## src/rtl/sit_pkg.sv

```systemverilog
package sit_pkg;

  localparam int MODE_W = 2;
  localparam int SLOT_W = 6;
  localparam int TIME_W = 63;
  localparam int SMP_W  = 64;
  localparam int STAT_W = 2;
  localparam int CNT_W  = 32;
  localparam int CFG_W  = 7;

  localparam int IN_FIELDS_W  = SLOT_W + TIME_W + SMP_W;
  localparam int IN_DATA_W    = ((IN_FIELDS_W + 7) / 8) * 8;
  localparam int OUT_FIELDS_W = 5 * TIME_W + CNT_W;
  localparam int OUT_DATA_W   = ((OUT_FIELDS_W + 7) / 8) * 8;

  localparam logic [MODE_W-1:0] MODE_START = 2'd0;
  localparam logic [MODE_W-1:0] MODE_STOP  = 2'd1;
  localparam logic [MODE_W-1:0] MODE_ADD   = 2'd2;

  localparam logic [STAT_W-1:0] STATUS_OK      = 2'd0;
  localparam logic [STAT_W-1:0] STATUS_ILLEGAL = 2'd1;
  localparam logic [STAT_W-1:0] STATUS_NEG     = 2'd2;

  localparam logic [CFG_W-1:0]  ACTIVE_RST = 7'd64;
  localparam logic [TIME_W-1:0] TIME_MAX   = {TIME_W{1'b1}};
  localparam logic [CNT_W-1:0]  CNT_MAX    = {CNT_W{1'b1}};

  typedef struct packed {
    logic [TIME_W-1:0] start;
    logic [TIME_W-1:0] min;
    logic [TIME_W-1:0] max;
    logic [TIME_W-1:0] sum;
    logic [CNT_W-1:0]  cnt;
  } entry_t;

  localparam entry_t ENTRY_RST = '{
    start: '0,
    min:   TIME_MAX,
    max:   '0,
    sum:   '0,
    cnt:   '0
  };

endpackage

```

## src/rtl/sit_div.sv

```systemverilog
module sit_div (
  input  logic                       clk,
  input  logic                       rst_n,
  input  logic                       start,
  input  logic [sit_pkg::TIME_W-1:0] dividend,
  input  logic [sit_pkg::CNT_W-1:0]  divisor,
  output logic                       done,
  output logic [sit_pkg::TIME_W-1:0] quotient
);
  import sit_pkg::*;

  localparam int STEP_W = $clog2(TIME_W);

  logic              busy_r, busy_nxt;
  logic              done_r, done_nxt;
  logic [STEP_W-1:0] step_r, step_nxt;
  logic [TIME_W-1:0] quo_r, quo_nxt;
  logic [CNT_W-1:0]  rem_r, rem_nxt;
  logic [CNT_W:0]    trial;
  logic [CNT_W:0]    diff;
  logic              ge;

  // restoring division, one quotient bit per cycle, msb first
  assign trial = {rem_r, quo_r[TIME_W-1]};
  assign diff  = trial - {1'b0, divisor};
  assign ge    = trial >= {1'b0, divisor};

  always_comb begin
    busy_nxt = busy_r;
    done_nxt = 1'b0;
    step_nxt = step_r;
    quo_nxt  = quo_r;
    rem_nxt  = rem_r;
    if (start) begin
      busy_nxt = 1'b1;
      step_nxt = STEP_W'(TIME_W - 1);
      quo_nxt  = dividend;
      rem_nxt  = '0;
    end else if (busy_r) begin
      quo_nxt  = {quo_r[TIME_W-2:0], ge};
      rem_nxt  = ge ? diff[CNT_W-1:0] : trial[CNT_W-1:0];
      step_nxt = step_r - 1'b1;
      if (step_r == '0) begin
        busy_nxt = 1'b0;
        done_nxt = 1'b1;
      end
    end
  end

  always_ff @(posedge clk) begin
    if (!rst_n) begin
      busy_r <= 1'b0;
      done_r <= 1'b0;
      step_r <= '0;
    end else begin
      busy_r <= busy_nxt;
      done_r <= done_nxt;
      step_r <= step_nxt;
    end
    quo_r <= quo_nxt;
    rem_r <= rem_nxt;
  end

  assign done     = done_r;
  assign quotient = quo_r;

endmodule

```

## config.mk

```make
export PLATFORM = sky130hd
export DESIGN_NAME = sit_div
export DESIGN_NICKNAME = d
export VERILOG_FILES = /design/src/rtl/sit_pkg.sv /design/src/rtl/sit_div.sv
export SDC_FILE = /design/constraint.sdc
export NUM_CORES = 1
export LEC_CHECK = 0
export BUFFER_PORTS_ARGS = -buffer_cell sky130_fd_sc_hd__buf_2
export CORE_MARGIN = 2
export CORE_UTILIZATION = 58
export CTS_BUF_LIST = sky130_fd_sc_hd__clkbuf_16
export DETAILED_ROUTE_END_ITERATION = 6
export GPL_TIMING_DRIVEN = 0
export PLACE_DENSITY = 0.95
export RECOVER_POWER = 50
export SLEW_MARGIN = 20
export SYNTH_ARGS = -nofsm -noshare
export SYNTH_HDL_FRONTEND = slang
export SYNTH_SLANG_ARGS = --single-unit
```

## constraint.sdc

```tcl
create_clock -name clk -period 6.4 [get_ports clk]
set_input_delay 0.96 -clock clk [delete_from_list [all_inputs] [get_ports clk]]
set_output_delay 0.96 -clock clk [all_outputs]
set_load 0.05 [all_outputs]
```

After elaboration in Yosys (flattened, before gate mapping)
Index checks and enable logic that the tools add are counted.
{"block": "classes", "addsub": 2, "bitwise": 2, "magnitude_cmp": 1, "reduce_logical": 4, "n_mux": 9}
{"operator": "63-bit two-way mux", "n": 2}
{"operator": "33-bit by 32-bit greater-or-equal comparator with 1-bit output", "n": 1}
{"operator": "32-bit two-way mux", "n": 1}
{"operator": "32-bit subtractor", "n": 1}
{"operator": "6-bit two-way mux", "n": 2}
{"operator": "6-bit zero test", "n": 1}
{"operator": "6-bit by 1-bit subtractor with 6-bit output, second input constant", "n": 1}
{"operator": "1-bit two-way mux", "n": 4}
{"operator": "3-bit OR reduction", "n": 1}
{"operator": "1-bit inverter", "n": 2}
{"operator": "2-bit nonzero test", "n": 1}
{"operator": "2-bit OR reduction", "n": 1}
{"block": "totals", "register_bits": 103, "in_bits": 98, "elab_cells": 24}

Depth between registers and ports, before layout
{"block": "logic_depth", "ltp_word": 4, "mapped_depth": 13, "depth_no_buf": 12}

Worst setup path after synthesis
OpenSTA, ideal clock, no wires.
{"block": "synth_timing", "kind": "input-to-reg", "start": "in divisor[0] (netlist bit)", "end": "reg rem_r[28]", "n_path_buf": 0, "setup_time_ps": 74, "stages": 11, "arrival_time_ps": 3286, "required_time_ps": 6326, "setup_slack_ps": 3040, "path_cell_list": "ha_1 -> fa_1 -> nor2b_1 -> o31a_1 -> or4_1 -> a31oi_4 -> o31a_2 -> o31ai_2 -> o221ai_1 -> a31o_2 -> o21ai_0"}
{"block": "synth_between", "elab_chain_len": 2, "elab_cells_between_ends": 3, "cone_classes": "add/sub: 1; order compare: 1; mux: 1"}
{"element": "start: declaration", "line_no": "sit_div.sv:6", "text": "input logic [sit_pkg::CNT_W-1:0] divisor,"}
{"element": "32-bit subtractor or 33-bit by 32-bit greater-or-equal comparator with 1-bit output (tied branches)", "line_no": "sit_div.sv:25, sit_div.sv:26"}
{"element": "32-bit two-way mux (*)", "line_no": "sit_div.sv:41", "text": "rem_nxt = ge ? diff[CNT_W-1:0] : trial[CNT_W-1:0];"}
{"element": "end signal: assignment", "line_no": "sit_div.sv:61", "text": "rem_r <= rem_nxt;"}
{"element": "end: declaration", "line_no": "sit_div.sv:18", "text": "logic [CNT_W-1:0] rem_r, rem_nxt;"}
Mark *: on every way between the ends. The rest lies on a longest branch, timed or not.
A chain may end at the register's enable or synchronous reset.

Final worst setup path
Ends and elaborated chain as after synthesis.

==> flow_summary.yaml <==
sta:
  setup_violations: 0
  finalSetupTns_ps: 0
  relSlewSlack_pct: 49.1
  fmax_mhz: 288
  rsz0062_at_grt: "false"
  hold_violations: 0
  fin_crit_sh_pct: 54.3
  finalMaxSlewViolations: 0
  tightest_slew_ps: 763
  fin_crit_ps: 3470
  whs_ps: 499
  finClkSkew_ps: 8.53
logic_synthesis:
  synth_top_family_by_area: "multiplexers"
  synth_edf_count: 63
  synth_top_flop_cell: "edfxtp_1"
  synthMuxAreaShare_pct: 16.0
  synth.distinct_cells: 59
  syn_avg_cell_area_um2: 10.6
  synth_top_area_share_pct: 30.3
  async_reset_ff_share_pct: 0
  synth_compound_area_share_pct: 14.9
  synth-seq-area-share_pct: 43.2
  yosys.area_share.simple_pct: 9.63
  yosysWarnings: 0
  synthTopCellsByArea: "edfxtp_1, dfxtp_1, mux2_2"
  yosysTopAreaCell: "edfxtp_1"
  netlist_area_um2: 6240
  syn_inst: 590
  synth_fa_ha_area_share_pct: 7.14
  synth_seq_cells: 103
  synth_nets: 723
  synth_xor_area_share_pct: 4.35
clocking:
  cts_buffers: 9
  htree_levels: 3
  clk_pin_slew_ps: 70
  insertion_delay_ps: 350
  postCtsSetupRepairBufs: 0
  clock-sinks: 103
  cts_tree: "done"
  postCtsHoldBufs: 0
  cts-root-buf: "clkbuf_16"
  clk_path_buf_depth: 2
  cts_resized: 0
drt:
  drtIter0Drc: 320
  drc: 0
  wl_mm: 16.2
  final_antenna_net_count: 0
  routed_via_density: 5.77
  drtPass1Iterations: 4
  vias: 5211
  post_drt_wl_per_cell_um: 18.0
placed_design:
  dp_cells: 887
  post-dp-hpwl_mm: 12.2
  gp_routability_congestion: 0.926
  numPortBuffers: 161
  place_area_um2: 7220
power_and_ir_drop:
  p_switching_uw: 682
  p_int_uw: 1250
  combPwrFrac_pct: 30.7
  power.share.clock_pct: 26.5
  sw_frac_of_total_pct: 35.4
  worst_ir_drop_vdd_mv: 0.306
  design_power_total_uw: 1930
  pwr-share-seq_pct: 42.8
  powerDensity_nw_per_um2: 260
  power.leakage_uw: 0.00303
status:
  status: "finished clean"
die:
  num_rows: 37
  io_pins: 162
  start_util_pct: 60.2
  die_w_um: 108
  core-area_um2: 10400
  chipHeight_um: 108
  dieArea_um2: 11600
setup_path:
  r2r_slack_ps: 3190
  start_kind: "input pin"
  critPathMaxFanout: 8
  crit_arrival_ps: 3750
  end_kind: "flop"
  critical_path_required_ps: 6680
  path_class: "input pin to flop"
cells_and_area:
  design_area_um2: 7400
  drive_gt1_share_pct: 24.4
  num_antenna_cells: 0
  nNetsFinal: 895
  n_fill_cell: 801
  final_cell_mix: "buf_2, clkbuf_1, mux2_2"
  final_common_cell: "buf_2"
  stdcell_count: 903
  area_delta_synth_final_pct: 18.7
grt:
  grt.total_usage_pct: 28.6
  grt_overflow: 0
  grt_pass1_wl_mm: 25.9
  grt_pass1_vias: 5453
  antenna_found_initial: 1
  grt_max_degree: 64
run:
  drv_cap: 0
hold_path:
  hold_class: "flop to flop"
## synth_stat cells (22+ instances only)
library cell	instances
a211oi_1	28
mux2i_1	28
a21oi_1	30
mux2_2	64
nor2_1	48
nand2_1	29
ha_1	34
dfxtp_1	40
xnor2_1	22
edfxtp_1	63
inv_1	45
clkbuf_1	23
## routing by layer
layer / track usage, % / vias up / part of all wire [%] / routed length [um]
met5: 0 / - / 0.080 / 13
met4: 10.1 / 2 / 2.2 / 357
met3: 9.99 / 34 / 7.3 / 1180
met2: 51.3 / 188 / 52 / 8520
met1: 31.0 / 2484 / 38 / 6170
li1: - / 2503 / - / -
## through the flow
step | utilization (%) | setup slack [ps]
2_1_floorplan | - | 3040
3_3_place_gp | 69.6 | 2540
3_5_place_dp | 69.6 | 2590
4_1_cts | 72.2 | 2940
5_1_grt | 71.4 | 2770
6_report | 71.4 | 2930
## power by group through the flow
stage	registers, uW	clock network (uW)	logic (uW)
2_1_floorplan	977	0	304
3_3_place_gp	832	0	574
3_5_place_dp	835	0	596
4_1_cts	824	516	600
5_1_grt	832	537	634
6_report	825	511	592
## critical path, stage by stage
cell and delay [ps]:
buf_2 120, ha_1 220, fa_1 420, nor2b_1 170, o31a_1 190, or4_1 170, a31oi_4 150, o31a_2 360
o31ai_2 460, o221ai_1 170, a31o_2 250, o21ai_0 120
## cell type report
class	instances	area, um2	share of cell area [%]
Multi-Input combinational cell	415	3250	43.8
Sequential cell	103	2690	36.4
Timing Repair Buffer	161	724	9.79
Clock buffer	9	225	3.04
Inverter	46	175	2.37
Tap cell	136	170	2.30
Buffer	26	128	1.72
Clock inverter	7	41.3	0.558
## worst paths after layout
kind | startpoint | end | depth (start not counted)
worst max-delay path | divisor[0] | rem_r[28] | 12
worst min-delay path | rem_r[29] | rem_r[29] | 2
worst max register to register | quotient[62] | rem_r[28] | 12
worst min register to register | rem_r[29] | rem_r[29] | 2
## logic make-up (layout without fill, tap and decap cells)
family / after synthesis / after routing
compound gates: 130 / 130
fa+ha+maj: 35 / 35
mux: 92 / 92
flops: 103 / 103
xor+xnor: 31 / 31
simple gates: 127 / 127
buf+inv: 72 / 249
## state kept, by name (all words and copies together) (netlist names)
name	cells
busy_r	1
done	1
rem_r	32
quotient	63
step_r	6
No activity file was read; power rests on OpenSTA's default activity.
